## src/hw/rtl/psalu_pkg.sv

```systemverilog
// ---------------------------------------------------------------------------
// PostScript integer ALU package
// Shared widths, operation codes and the beat records passed along the
// divider chain.
// ---------------------------------------------------------------------------
package psalu_pkg;

    localparam int unsigned DataW = 32;
    localparam int unsigned WideW = 2 * DataW;
    localparam int unsigned OpW   = 3;

    typedef enum logic [OpW-1:0] {
        OP_ADD  = 3'd0,
        OP_SUB  = 3'd1,
        OP_MUL  = 3'd2,
        OP_IDIV = 3'd3,
        OP_MOD  = 3'd4,
        OP_ABS  = 3'd5,
        OP_NEG  = 3'd6,
        OP_IDENT = 3'd7
    } t_op;

    // Division working set: partial remainder, dividend bits shifting out
    // while quotient bits shift in, and the divisor magnitude.
    typedef struct packed {
        logic [DataW-1:0] rem;
        logic [DataW-1:0] dq;
        logic [DataW-1:0] dsr;
    } t_div;

    // Everything else a beat needs after the divider.
    typedef struct packed {
        t_op                     op;
        logic                    neg_q;
        logic                    neg_r;
        logic                    b_zero;
        logic                    b_m1;
        logic signed [WideW-1:0] other;
    } t_side;

endpackage

```

## src/hw/rtl/psalu_cell.sv

```systemverilog
// ---------------------------------------------------------------------------
// Divider cell
// One restoring division step: produces one quotient bit and hands the
// working set and the side record to the next cell.
// ---------------------------------------------------------------------------
module psalu_cell (
    input  logic             i_clk,
    input  logic             i_rst_n,
    input  logic             i_en,
    input  logic             i_valid,
    input  psalu_pkg::t_div  i_div,
    input  psalu_pkg::t_side i_side,
    output logic             o_valid,
    output psalu_pkg::t_div  o_div,
    output psalu_pkg::t_side o_side
);

    logic [psalu_pkg::DataW-1:0] trial;
    logic                        ge;
    psalu_pkg::t_div             n_div;
    logic                        r_valid;
    psalu_pkg::t_div             r_div;
    psalu_pkg::t_side            r_side;

    // For a nonzero divisor the remainder stays below it, so the shifted trial fits.
    always_comb begin
        trial       = {i_div.rem[psalu_pkg::DataW-2:0], i_div.dq[psalu_pkg::DataW-1]};
        ge          = (trial >= i_div.dsr);
        n_div.rem   = ge ? (trial - i_div.dsr) : trial;
        n_div.dq    = {i_div.dq[psalu_pkg::DataW-2:0], ge};
        n_div.dsr   = i_div.dsr;
    end

    always_ff @(posedge i_clk) begin
        if (!i_rst_n) begin
            r_valid <= 1'b0;
        end else if (i_en) begin
            r_valid <= i_valid;
        end
    end

    always_ff @(posedge i_clk) begin
        if (i_en) begin
            r_div  <= n_div;
            r_side <= i_side;
        end
    end

    assign o_valid = r_valid;
    assign o_div   = r_div;
    assign o_side  = r_side;

endmodule

```

## config.mk

```make
export PLATFORM = sky130hd
export DESIGN_NAME = psalu_cell
export DESIGN_NICKNAME = d
export VERILOG_FILES = /design/src/hw/rtl/psalu_pkg.sv /design/src/hw/rtl/psalu_cell.sv
export SDC_FILE = /design/constraint.sdc
export NUM_CORES = 1
export LEC_CHECK = 0
export BUFFER_PORTS_ARGS = -buffer_cell sky130_fd_sc_hd__buf_2
export CELL_PAD_IN_SITES_DETAIL_PLACEMENT = 0
export CELL_PAD_IN_SITES_GLOBAL_PLACEMENT = 1
export CORE_ASPECT_RATIO = 0.9
export CORE_MARGIN = 3
export CORE_UTILIZATION = 40
export CTS_BUF_LIST = sky130_fd_sc_hd__clkbuf_4 sky130_fd_sc_hd__clkbuf_8
export CTS_CLUSTER_SIZE = 40
export DETAILED_ROUTE_END_ITERATION = 6
export PLACE_DENSITY = 0.95
export RECOVER_POWER = 100
export SLEW_MARGIN = 20
export SYNTH_ARGS = -nofsm -noshare
export SYNTH_HDL_FRONTEND = slang
export SYNTH_SLANG_ARGS = --single-unit
```

## constraint.sdc

```tcl
create_clock -name i_clk -period 4.15 [get_ports i_clk]
set_input_delay 0.415 -clock i_clk [delete_from_list [all_inputs] [get_ports i_clk]]
set_output_delay 0.415 -clock i_clk [all_outputs]
set_load 0.02 [all_outputs]
```

Yosys cells after proc, flatten, opt, wreduce, memory -nomap -nowiden

Index checks and enable logic that the tools add are counted.

Reduce and logical (&&, ||, !) cells: 0
Magnitude comparators: 1
Bitwise logic cells: 0
Multiply operators: 0
Divide/modulo/power cells: 0
Equal/unequal tests: 0
Add/sub/neg operators: 1
Shifts and indexed selects: 0
Muxes and demuxes: 1

Operator list:

| cell                               | count |
|---|---|
| greater-or-equal comparator 32 bit | 1 |
| two-way mux 32 bit                 | 1 |
| subtractor 32 bit                  | 1 |

Bits in latches: 0
Memory bits (read-only): 0
Output and inout port bits: 168
Logic and storage cells: 13
Register bits: 168
Memory bits (writable): 0
Memories kept: 0
Bits of input ports: 171

Depth between registers and ports, before layout

Depth after elaboration: 2
Depth in mapped cells: 12
Depth with buffers taken out: 11

Least setup slack after synthesis

Ideal clock, no wire load.

Path type: in2reg
Start point: input i_div[63] in the netlist's numbering
End point: register r_div (netlist bit o_div[67]), data pin
Data required time: 3.890 ns
Data arrival time: 2.442 ns
Path slack: 1.447 ns
Stages: 11
Path buffers: 1
Setup time: 0.260 ns
Path through: inv_1 ha_1 fa_1 nor2b_1 o31a_1 o211ai_4 a311oi_2 nor2_4 inv_4 buf_8 mux2_4

RTL lines:

| what                   | RTL line         | text |
|---|---|---|
| start: declaration     | psalu_cell.sv:11 | `input psalu_pkg::t_div i_div,` |
| end signal: assignment | psalu_cell.sv:44 | `r_div <= n_div;` |
| end: declaration       | psalu_cell.sv:22 | `psalu_pkg::t_div r_div;` |

==> metrics.txt <==
Design Area, Final 9530 sq um; CTS Buffer Depth 2; Hold Path End o_side[68]; hold wc startpoint i_side[68]; synthesized flop and latch total 168; worst skew pair latency 0.45 ns; Post-CTS Setup Bufs 0; Switching Fraction 32.4%; Final TNS setup 0 ns; routability cong. 0.879; pin count of the biggest net entering global routing 101; critical path arrival 3.37 ns; post_cts resized 0; status complete, but fails checks; wire length per cell 20.5 um; layout cells sized above 1 21.1%; Cell Area, Synth 7490 sq um; Pint 2760 uW; clk_skew 0 ns; flop-to-flop setup slack 3.40 ns; Post-DP Area 9430 sq um; Chip Height 136 um; failing checks max-capacitance violations, max-slew violations; Initial Util 41.6%; total global-route track usage 22.2%; max_cap viols 1; vias in the first global route 5764; grt total ovfl 0; synth top area cells edfxtp_1 (67%), ha_1 (5.3%), inv_1 (2.5%), a21oi_1 (2.2%), o21ai_0 (2.2%); dominant synthesized flop cell edfxtp_1; Std-Cell Rows 46; Slew @ Worst Pin 2.62 ns; CP max FO 28; DP Wirelength 18.3 mm; port bufs 337; Synth Area per Inst 13.6 sq um; # clock sinks 168; sequential power share 51.3%; Logic pwr share 20.6%; hold depth 1; P per Cell Area 428 nW/um^2; antenna violations before repair 8; synth warn 0; Post-Place Cells 1116; max_slew headroom -74.5%; die area 20400 sq um; Post-Layout Cell Count 1151; setup ws final 0.988 ns; fin. max-slew vios 101; reg2reg start o_valid; top cell type's share of synthesized area 66.9%; Post-synth EDFFs 167; clock slew at reported path FFs 0.11 ns; max frequency 316 MHz; global-route wire length before repair 33.4 mm; CTS H-tree depth 4; syn_nets 753; Ports 339; Leakage 0.00377 uW; initial drt markers 414; router iterations before antenna repair 5; post-synth top area cell edfxtp_1; DRT Wirelength 23.6 mm; sequential area share after synthesis 67.2%; Finish-stage setup viols 0; peak supply drop 0.222 mV; critical setup path kind in2reg; final hold slack 0.113 ns; Synth Instances 549; Root Buffer clkbuf_8; Final nets 1099; Vias per Instance 5.07; core area 18000 sq um; TritonCTS Buffers 17; Hold Buf Count CTS 0; Reg2Reg Capture Point o_valid; Hold Violations, Final 0; Worst setup EP type register; via count 5834; asr flop ratio synth 0%; pre-CTS setup slack 0.775 ns; area grow syn2layout 27.2%; RSZ-0062 raised after global routing no; Worst setup SP type input pin; Fill cells 1690; Distinct cells, synth 63; Clock power frac 28.2%; DRC 0; Tcrit/Tclk final 76.2%; Hold Crit Class in2reg; Worst R2R Path Depth 2; Net Switching 1320 uW; fin crit period 3.16 ns; CP required 4.36 ns; Chip Width 150 um; antenna viol nets, final 0; CTS tree built
==> cells by family after synthesis <==
logic type	count (synthesis)	share of synthesized area, %
xor+xnor	19	2.22
fa+ha+maj	33	5.61
compound gates	137	12.5
buf+inv	64	3.69
flops	168	67.2
mux	4	0.735
simple gates	124	8.03
==> worst max path at each step <==
stage	slack, ns	startpoint	depth (start not counted)	endpoint
4_1_cts	1.26	i_div[0]	11	o_div[93]
6_report	0.99	i_div[0]	11	o_div[93]
3_3_place_gp	0.84	i_div[0]	11	o_div[93]
2_1_floorplan	1.45	i_div[63]	11	o_div[67]
5_1_grt	0.78	i_en	2	o_div[42]
3_5_place_dp	0.77	i_div[0]	11	o_div[93]
==> worst max-delay path, stage by stage <==
cell and delay (ns):
clkbuf_1 0.12, ha_1 0.25, fa_1 0.42, nor2b_1 0.17
o31a_1 0.23, o211ai_1 0.26, a311oi_1 0.51, nor2_4 0.20
buf_4 0.28, a2111o_1 0.38, o221a_1 0.12
==> per-layer routing <==
layer  up-vias  global-route usage [%]  share of wire [%]
li1       2757                       -                  -
met1      2754                    26.3                 39
met2       257                    36.0                 48
met3        54                    8.27                9.8
met4        12                    10.2                3.6
met5         -                       0               0.32
==> cell usage after synthesis (7+ instances only) <==
cell / number
o21ai_0: 33
ha_1: 32
o21bai_1: 7
nand3_1: 10
nor3_1: 8
edfxtp_1: 167
nor2_1: 30
a21o_1: 10
nand2_1: 43
xnor2_1: 13
a21oi_1: 33
inv_1: 49
==> state kept, by name, indices dropped and copies added, names as in the netlist <==
register  cells
o_div        96
o_valid       1
o_side       71
==> power groups by stage <==
stage	registers, uW	logic (uW)	clock network [uW]
floorplan	2330	320	0
global placement	2110	881	0
detailed placement	2120	891	0
CTS	2080	898	1180
global route	2110	911	1250
finish	2090	839	1150
==> area by class of cell <==
type / instances / area [sq um] / area share [%]
Multi-Input combinational cell: 317 / 2140 / 22.4
Inverter: 50 / 190 / 2.00
Sequential cell: 168 / 5030 / 52.8
Timing Repair Buffer: 341 / 1470 / 15.5
Tap cell: 240 / 300 / 3.15
Clock inverter: 15 / 151 / 1.59
Clock buffer: 17 / 234 / 2.46
Antenna cell: 3 / 7.51 / 0.0788
==> per-stage QoR <==
stage | utilization [%] | power (uW)
2_1_floorplan | - | 2650
3_3_place_gp | 52.3 | 2990
3_5_place_dp | 52.3 | 3010
4_1_cts | 54.5 | 4170
5_1_grt | 52.9 | 4270
6_report | 52.9 | 4080
==> placed cells by master, fill, tap and decap left out, drive strengths merged, types with 2 or more instances in the layout <==
master | synthesis | routed
ha | 32 | 32
nor2 | 31 | 31
a2111o | 3 | 3
nor2b | 6 | 6
a21boi | 3 | 3
o41ai | 2 | 2
o21ai | 35 | 35
o21a | 6 | 6
clkbuf | 4 | 209
o211ai | 6 | 6
nor4 | 2 | 2
nand3 | 10 | 10
a21o | 10 | 10
edfxtp | 167 | 167
xor2 | 6 | 6
and4 | 4 | 4
and3 | 3 | 3
a21oi | 34 | 34
nand2b | 2 | 2
o221a | 3 | 3
mux2 | 3 | 3
clkinv | 0 | 4
clkinvlp | 0 | 2
o31ai | 4 | 4
diode | 0 | 3
or2 | 3 | 3
nor3 | 9 | 9
nand4 | 7 | 7
buf | 10 | 149
o31a | 3 | 3
inv | 50 | 59
a31oi | 3 | 3
o21bai | 7 | 7
nand2 | 43 | 43
xnor2 | 13 | 13
a211oi | 8 | 8
Note: power is estimated with default switching activity, not from simulation.
