[config.mk]
export PLATFORM = sky130hd
export DESIGN_NAME = psalu_post
export DESIGN_NICKNAME = d
export VERILOG_FILES = /design/src/hw/rtl/psalu_pkg.sv /design/src/hw/rtl/psalu_post.sv
export SDC_FILE = /design/constraint.sdc
export NUM_CORES = 1
export LEC_CHECK = 0
export ABC_AREA = 1
export BUFFER_PORTS_ARGS = -buffer_cell sky130_fd_sc_hd__buf_2
export CORE_MARGIN = 4
export CORE_UTILIZATION = 28
export DETAILED_ROUTE_END_ITERATION = 6
export PLACE_DENSITY = 0.54
export SYNTH_ARGS = -nofsm -noshare
export SYNTH_HDL_FRONTEND = slang
export SYNTH_SLANG_ARGS = --single-unit
[constraint.sdc]
create_clock -name i_clk -period 21.7 [get_ports i_clk]
set_input_delay 1.085 -clock i_clk [delete_from_list [all_inputs] [get_ports i_clk]]
set_output_delay 1.085 -clock i_clk [all_outputs]
set_load 0.1 [all_outputs]
[src/hw/rtl/psalu_pkg.sv]
// ---------------------------------------------------------------------------
// PostScript integer ALU package
// Shared widths, operation codes and the beat records passed along the
// divider chain.
// ---------------------------------------------------------------------------
package psalu_pkg;

    localparam int unsigned DataW = 32;
    localparam int unsigned WideW = 2 * DataW;
    localparam int unsigned OpW   = 3;

    typedef enum logic [OpW-1:0] {
        OP_ADD  = 3'd0,
        OP_SUB  = 3'd1,
        OP_MUL  = 3'd2,
        OP_IDIV = 3'd3,
        OP_MOD  = 3'd4,
        OP_ABS  = 3'd5,
        OP_NEG  = 3'd6,
        OP_IDENT = 3'd7
    } t_op;

    // Division working set: partial remainder, dividend bits shifting out
    // while quotient bits shift in, and the divisor magnitude.
    typedef struct packed {
        logic [DataW-1:0] rem;
        logic [DataW-1:0] dq;
        logic [DataW-1:0] dsr;
    } t_div;

    // Everything else a beat needs after the divider.
    typedef struct packed {
        t_op                     op;
        logic                    neg_q;
        logic                    neg_r;
        logic                    b_zero;
        logic                    b_m1;
        logic signed [WideW-1:0] other;
    } t_side;

endpackage

[src/hw/rtl/psalu_post.sv]
// ---------------------------------------------------------------------------
// Result former
// Applies signs to quotient and remainder, selects the result, detects
// leaving the 32-bit range and converts such values to single precision.
// ---------------------------------------------------------------------------
module psalu_post (
    input  logic                        i_clk,
    input  logic                        i_rst_n,
    input  logic                        i_en,
    input  logic                        i_valid,
    input  psalu_pkg::t_div             i_div,
    input  psalu_pkg::t_side            i_side,
    output logic                        o_valid,
    output logic                        o_is_real,
    output logic                        o_error,
    output logic [psalu_pkg::DataW-1:0] o_int,
    output logic [psalu_pkg::DataW-1:0] o_real
);

    localparam int unsigned WideW = psalu_pkg::WideW;
    localparam int unsigned DataW = psalu_pkg::DataW;
    localparam int unsigned PosW  = $clog2(WideW);

    logic signed [WideW-1:0] qv;
    logic signed [WideW-1:0] rv;
    logic signed [WideW-1:0] res;
    logic                    err;
    logic                    ovf;
    logic [WideW-1:0]        mag;
    logic [PosW-1:0]         msb;

    logic                    r_a_valid;
    logic                    r_a_err;
    logic                    r_a_ovf;
    logic                    r_a_neg;
    logic [WideW-1:0]        r_a_mag;
    logic [PosW-1:0]         r_a_msb;
    logic [DataW-1:0]        r_a_int;

    logic [PosW-1:0]         sh;
    logic [WideW-1:0]        shifted;
    logic [WideW-1:0]        mask;
    logic [WideW-1:0]        half;
    logic [WideW-1:0]        rem;
    logic                    rnd;
    logic [24:0]             mant;
    logic [7:0]              expo;
    logic [DataW-1:0]        bits;

    logic                    r_valid;
    logic                    r_is_real;
    logic                    r_error;
    logic [DataW-1:0]        r_int;
    logic [DataW-1:0]        r_real;

    always_comb begin
        qv  = {{DataW{1'b0}}, i_div.dq};
        rv  = {{DataW{1'b0}}, i_div.rem};
        res = i_side.other;
        err = 1'b0;
        unique case (i_side.op)
            psalu_pkg::OP_IDIV: begin
                res = i_side.neg_q ? -qv : qv;
                err = i_side.b_zero;
            end
            psalu_pkg::OP_MOD: begin
                res = i_side.b_m1 ? '0 : (i_side.neg_r ? -rv : rv);
                err = i_side.b_zero;
            end
            default: ;
        endcase
        ovf = !err && !((&res[WideW-1:DataW-1]) || !(|res[WideW-1:DataW-1]));
        mag = res[WideW-1] ? WideW'(-res) : WideW'(res);
        msb = '0;
        for (int i = 0; i < WideW; i++) begin
            if (mag[i]) msb = PosW'(i);
        end
    end

    always_ff @(posedge i_clk) begin
        if (!i_rst_n) begin
            r_a_valid <= 1'b0;
            r_valid   <= 1'b0;
        end else if (i_en) begin
            r_a_valid <= i_valid;
            r_valid   <= r_a_valid;
        end
    end

    always_ff @(posedge i_clk) begin
        if (i_en) begin
            r_a_err <= err;
            r_a_ovf <= ovf;
            r_a_neg <= res[WideW-1];
            r_a_mag <= mag;
            r_a_msb <= msb;
            r_a_int <= res[DataW-1:0];
        end
    end

    // Out-of-range values have their leading one at bit 31 or above, so the
    // mantissa is always taken by a right shift with rounding.
    always_comb begin
        sh      = r_a_msb - PosW'(23);
        shifted = r_a_mag >> sh;
        mask    = (WideW'(1) << sh) - WideW'(1);
        half    = WideW'(1) << (sh - PosW'(1));
        rem     = r_a_mag & mask;
        rnd     = (rem > half) || ((rem == half) && shifted[0]);
        mant    = {1'b0, shifted[23:0]} + {24'd0, rnd};
        expo    = 8'(r_a_msb) + 8'd127 + {7'd0, mant[24]};
        bits    = {r_a_neg, expo, (mant[24] ? mant[23:1] : mant[22:0])};
    end

    always_ff @(posedge i_clk) begin
        if (i_en) begin
            r_is_real <= r_a_ovf;
            r_error   <= r_a_err;
            r_int     <= (r_a_ovf || r_a_err) ? '0 : r_a_int;
            r_real    <= r_a_ovf ? bits : '0;
        end
    end

    assign o_valid   = r_valid;
    assign o_is_real = r_is_real;
    assign o_error   = r_error;
    assign o_int     = r_int;
    assign o_real    = r_real;

endmodule
; ---- Word-level counts from Yosys, hierarchy flattened
; Index checks and enable logic that the tools add are counted.
[totals]
register_bits = 173
rom_bits = 0
mem_bits_rw = 0
word_cells = 119
latchBits = 0
n_memories = 0
[classes]
n_lt_le_gt_ge = 1
addsub = 9
shifts = 3
bitwise = 1
n_eq_ne = 3
div_mod_pow = 0
multipliers = 0
reduce_logical = 16
n_mux = 69
[op_table]
columns = cell, n
row1 = 2-to-1 mux 64 bit, 4
row2 = 2-to-1 mux 6 bit, 30
row3 = negator 32 -> 64 bit, 2
row4 = case mux 64 bit (2 select lines), 1
row5 = "<< shifter 1 x 6 -> 64 bit, first input constant", 2
row6 = 2-to-1 mux 5 bit, 16
row7 = AND 64 bit, 1
row8 = equality test 64 bit, 1
row9 = greater-than comparator 64 bit, 1
row10 = negator 64 bit, 1
row11 = right shift 64 x 6 -> 24 bit, 1
row12 = "subtractor 64 x 2 -> 64 bit, second input constant", 1
row13 = AND reduction 33 bit, 1
row14 = OR reduction 33 bit, 1
row15 = 2-to-1 mux 4 bit, 8
row16 = OR reduction 32 bit, 1
row17 = adder 24 x 1 -> 25 bit, 1
row18 = 2-to-1 mux 23 bit, 1
row19 = OR reduction 16 bit, 1
row20 = 2-to-1 mux 3 bit, 4
row21 = "adder 6 x 7 -> 8 bit, second input constant", 1
row22 = adder 8 x 1 -> 8 bit, 1
row23 = OR reduction 8 bit, 1
row24 = "subtractor 6 x 1 -> 6 bit, second input constant", 1
row25 = 10 further kinds, 19

; ---- Longest topological paths before layout
[depth]
depth_word = 68
depth_mapped = 85
mapped_depth_nobuf = 84

; ---- Worst setup path before layout
; Ideal clock, no wire load.
[synth_path]
path_type = register to register
startpoint = register r_a_msb[0]
endpoint = register r_real[25] (netlist: o_real[25]), data pin
synth_period_minus_slack_ns = 8.578
path_stages_with_launch = 59
path_slack_ns = 13.122
arrival_ns = 8.431
n_path_buf = 2
cell_sequence = edfxtp_1 clkbuf_1 inv_1 nor3_1 a21o_1 xor2_1 inv_1 nor2_1 inv_1 buf_2 nor2_1 inv_1 nand3_1 nor2_1 nand2_1 nor2_1 inv_1 nor2_1 (+23 left out) mux2_2 ha_1 ha_1 nand3_1 nor3_1 and2_1 inv_1 or4_1 nor2_1 nand2_1 nor2_1 nand4_1 nor2_1 inv_1 ha_1 ha_1 or2_2 a21oi_1
[synth_via]
elab_chain_len = 9
elab_cells_between_ends = 14
classes_between = 6 x add/sub / 1 x order compare / 1 x eq/ne / 3 x shift / 1 x bitwise / 2 x reduce/logical
[synth_lines]
columns = element, line
row1 = start: declaration, psalu_post.sv:37  ; logic [PosW-1:0] r_a_msb;
row2 = start signal: assignment, psalu_post.sv:96  ; r_a_msb <= msb;
row3 = branches (longest 8 deep; another with subtractor 64 x 2 -> 64 bit), -
row4 = adder 8 x 1 -> 8 bit *, psalu_post.sv:111  ; expo = 8'(r_a_msb) + 8'd127 + {7'd0, mant[24]};
row5 = end signal: assignment, psalu_post.sv:120  ; r_real <= r_a_ovf ? bits : '0;
row6 = end: declaration, psalu_post.sv:54  ; logic [DataW-1:0] r_real;
; Mark *: on every way between the ends.
; A chain may end at the register's enable or synchronous reset.

; ---- Final worst setup path
[layout_path]
startpoint = register r_a_msb[0]
endpoint = register r_real[27] (netlist: o_real[27]), data pin
; The elaborated chain is that of the path after synthesis.

==> results.toml <==
[clock_network]
cts_resized = 0
cts_setup_buffers = 0
cts_buffer_depth = 2
hold_buffers = 0
cts.sinks = 172
cts_max_level = 4
clk_latency_ns = 0.49
clk_transition_reported_paths_ns = 0.07
tritoncts = "done"
cts_made_buffers = 17
cts_root_buffer = "clkbuf_16"

[synth]
synth-seq-cells = 172
syn_area_per_cell_um2 = 6.21
ys_seq_area_share_pct = 27.1
netlist_area_mm2 = 0.0190
netlist.top_cell.by_area = "edfxtp_1"
yosys-top-cells-area = "edfxtp_1 (27%), nand2_1 (15%), nor2_1 (9.4%)"
synth_edf_count = 170
synth_top_flop_cell = "edfxtp_1"
synth.distinct_cells = 68
synth_top_area_share_pct = 26.9
synth_warnings = 0
netlist_instances = 3056
synthArstFlopShare_pct = 0
synth_nets = 3312

[setup_path]
r2r-start = "r_a_msb[0]"
r2r_end = "o_real[27]"
crit_path_frequent_cell = "nor2_1"
critPathMaxFanout = 91
worst_path_largest_cell_delay_ns = 0.81
crit_path_top_delay_cell = "inv_1"
worst_setup_path_start_kind = "register"
cp_data_arrival_time_ns = 12.28
r2r_setup_slack_ns = 9.65
worstSetupPathType = "register to register"
crit_path_end_kind = "register"
reg2regPathDepth = 60
crit_required_ns = 21.93

[power_and_ir_drop]
p_int_mw = 0.905
p_switching_mw = 0.965
power_density_mw_per_mm2 = 87.2
p_comb_share_pct = 59.3
p_leak_nw = 10.4
peakVddDrop_mv = 0.0509
clkPwrFrac_pct = 16.8
sequentialPowerShare_pct = 24.0
swShare_pct = 51.6

[detailed_routing]
firstDrtPassIters = 5
ant_nets = 0
viasPerCell = 4.83
drc = 0
num_vias = 19700
wl_mm = 66.3
routedWlPerCell_um = 16.3
drt_iter0_markers = 1701

[floorplanning]
start_util_pct = 28.3
core.rowCount = 95
core-area_mm2 = 0.0672
die_h_um = 268
io_pins = 238
die_w_um = 268
die-area_mm2 = 0.0720

[timing]
min_period_ns = 12.05
slew_violations = 0
setup_tns_ns = 0
skew_ns = 0.0140
maxSlewHeadroom_pct = 29.8
final-hold-violation-count = 0
finalSetupViolations = 0
worstMarginPinSlew_ns = 1.05
period_share_pct = 55.5
fmax_mhz = 83.0
rsz0062_at_grt = "false"

[global_route]
gr-usage-all-layers_pct = 18.1
antenna_found_initial = 1
grt_overflow_total = 0
grt_pass1_wl_mm = 101
grt_pass1_vias = 18000
grt_max_degree = 92

[hold_path]
hp-class = "register to register"
holdPathStages = 0
min_from = "r_a_err"
hold_end = "o_error"

[layout]
fin_util_pct = 31.9
drive_gt1_share_pct = 11.0
final_nets = 3448
fillers = 7577
multi_input_area_mm2 = 0.0116
area.sequential_mm2 = 0.00514
synthToLayoutAreaGrowth_pct = 13.1

[run]
cap_viol_max_count = 0

[placed_design]
place.gp.congestion = 0.981
hpwl_mm = 54.3
port_buffers = 205

[outcome]
run_status = "completed"
## cells in the final DEF, fill, tap and decap left out, types with 4 or more instances in the layout
| cell | netlist | final |
|---|---|---|
| a211oi_1 | 5 | 5 |
| a21oi_1 | 144 | 144 |
| a31oi_1 | 8 | 8 |
| and3_1 | 6 | 6 |
| buf_2 | 15 | 204 |
| buf_4 | 1 | 25 |
| clkbuf_16 | 0 | 17 |
| clkinv_1 | 5 | 5 |
| edfxtp_1 | 170 | 170 |
| ha_1 | 85 | 85 |
| inv_1 | 454 | 453 |
| inv_2 | 21 | 22 |
| inv_6 | 0 | 5 |
| mux2i_1 | 14 | 14 |
| nand2_1 | 738 | 738 |
| nand2_2 | 4 | 4 |
| nand3_1 | 169 | 169 |
| nand3_2 | 4 | 4 |
| nand4_1 | 46 | 46 |
| nand4_2 | 6 | 6 |
| nor2_1 | 476 | 474 |
| nor2_2 | 8 | 9 |
| nor2_4 | 6 | 7 |
| nor3_1 | 54 | 54 |
| nor3_2 | 7 | 7 |
| nor3b_1 | 5 | 5 |
| nor4_1 | 18 | 18 |
| o211ai_1 | 21 | 21 |
| o21ai_0 | 296 | 296 |
| o21ai_1 | 10 | 10 |
| o21ai_2 | 4 | 4 |
| o221ai_1 | 10 | 10 |
| o22ai_1 | 6 | 6 |
| o31ai_1 | 10 | 10 |
| or2_2 | 13 | 13 |
| xnor2_1 | 13 | 13 |
| xor2_1 | 65 | 63 |
## power by group through the flow
stage               Clock, mW  Sequential, mW  Combinational [mW]
detailed placement          0           0.455                1.10
finish                  0.313           0.449                1.11
floorplan                   0           0.549               0.705
global route            0.339           0.452                1.24
CTS                     0.325           0.448                1.10
global placement            0           0.455                1.10
## synthesized netlist by cell type (46+ instances only)
cell and number:
edfxtp_1 170, ha_1 85, nor2_1 476, nand4_1 46, nand3_1 169, nand2_1 738, xor2_1 65, o21ai_0 296
inv_1 454, clkbuf_1 80, a21oi_1 144, nor3_1 54
## registers in the layout, indices dropped and copies added, names as in the netlist
register   count
r_a_err        1
r_a_msb        6
r_a_mag       64
r_a_neg        1
o_int         32
r_a_int       31
o_real        32
r_a_ovf        1
o_is_real      1
o_valid        1
r_a_valid      1
o_error        1
## kinds of logic (layout without fill, tap and decap cells)
| group | after synthesis | in the layout | share of synthesized area (%) |
|---|---|---|---|
| xor gates and xnor gates | 79 | 79 | 3.69 |
| other | 0 | 1 | 0 |
| muxes | 15 | 15 | 0.798 |
| and+or+nand+nor | 1573 | 1573 | 35.3 |
| AOI/OAI and AO/OA | 539 | 539 | 15.6 |
| DFF | 172 | 172 | 27.1 |
| adders and majority gates | 85 | 85 | 5.61 |
| buffers and inverters | 593 | 742 | 11.9 |
## stage by stage
step | worst slack, ns | hold slack, ns | cells | instance area [um2] | power [mW]
detailed placement | 9.85 | 0.442 | 4046 | 20900 | 1.55
finish | 9.65 | 0.454 | 4079 | 21500 | 1.87
CTS | 9.80 | 0.460 | 4078 | 21500 | 1.87
global route | 8.25 | 0.459 | 4079 | 21500 | 2.04
global placement | 9.96 | 0.442 | 4046 | 20900 | 1.55
floorplan | 13.12 | 0.418 | 3056 | 19000 | 1.25
## critical path: cells and delay by family (launching register included)
| family | cells | cell delay (ns) |
|---|---|---|
| xor gates and xnor gates | 2 | 0.22 |
| AOI/OAI and AO/OA | 2 | 0.26 |
| DFF | 1 | 0.33 |
| muxes | 1 | 0.31 |
| buffers and inverters | 14 | 2.80 |
| adders and majority gates | 5 | 1.09 |
| and+or+nand+nor | 36 | 6.70 |
## layout make-up
class | instances | area share, %
clock inverters | 15 | 0.799
flip-flops and latches | 172 | 24.0
inverters | 480 | 8.40
repair buffers | 230 | 5.69
well taps | 873 | 5.09
multi-input cells | 2291 | 54.1
diodes | 1 | 0.0117
clock buffers | 17 | 1.98
## per-layer routing
layer	wire [um]	global-route usage [%]
met3	3450	2.36
met4	1960	6.41
met5	0	0
met2	29600	28.8
met1	31300	25.4
## worst max path at each step
stage,start,end,depth (start not counted)
2_1_floorplan,r_a_msb[0],o_real[25],58
3_3_place_gp,r_a_msb[0],o_real[27],60
3_5_place_dp,r_a_msb[0],o_real[27],60
4_1_cts,r_a_msb[0],o_real[27],60
5_1_grt,r_a_msb[0],o_real[27],60
6_report,r_a_msb[0],o_real[27],60
No activity file was read; power rests on OpenSTA's default activity.
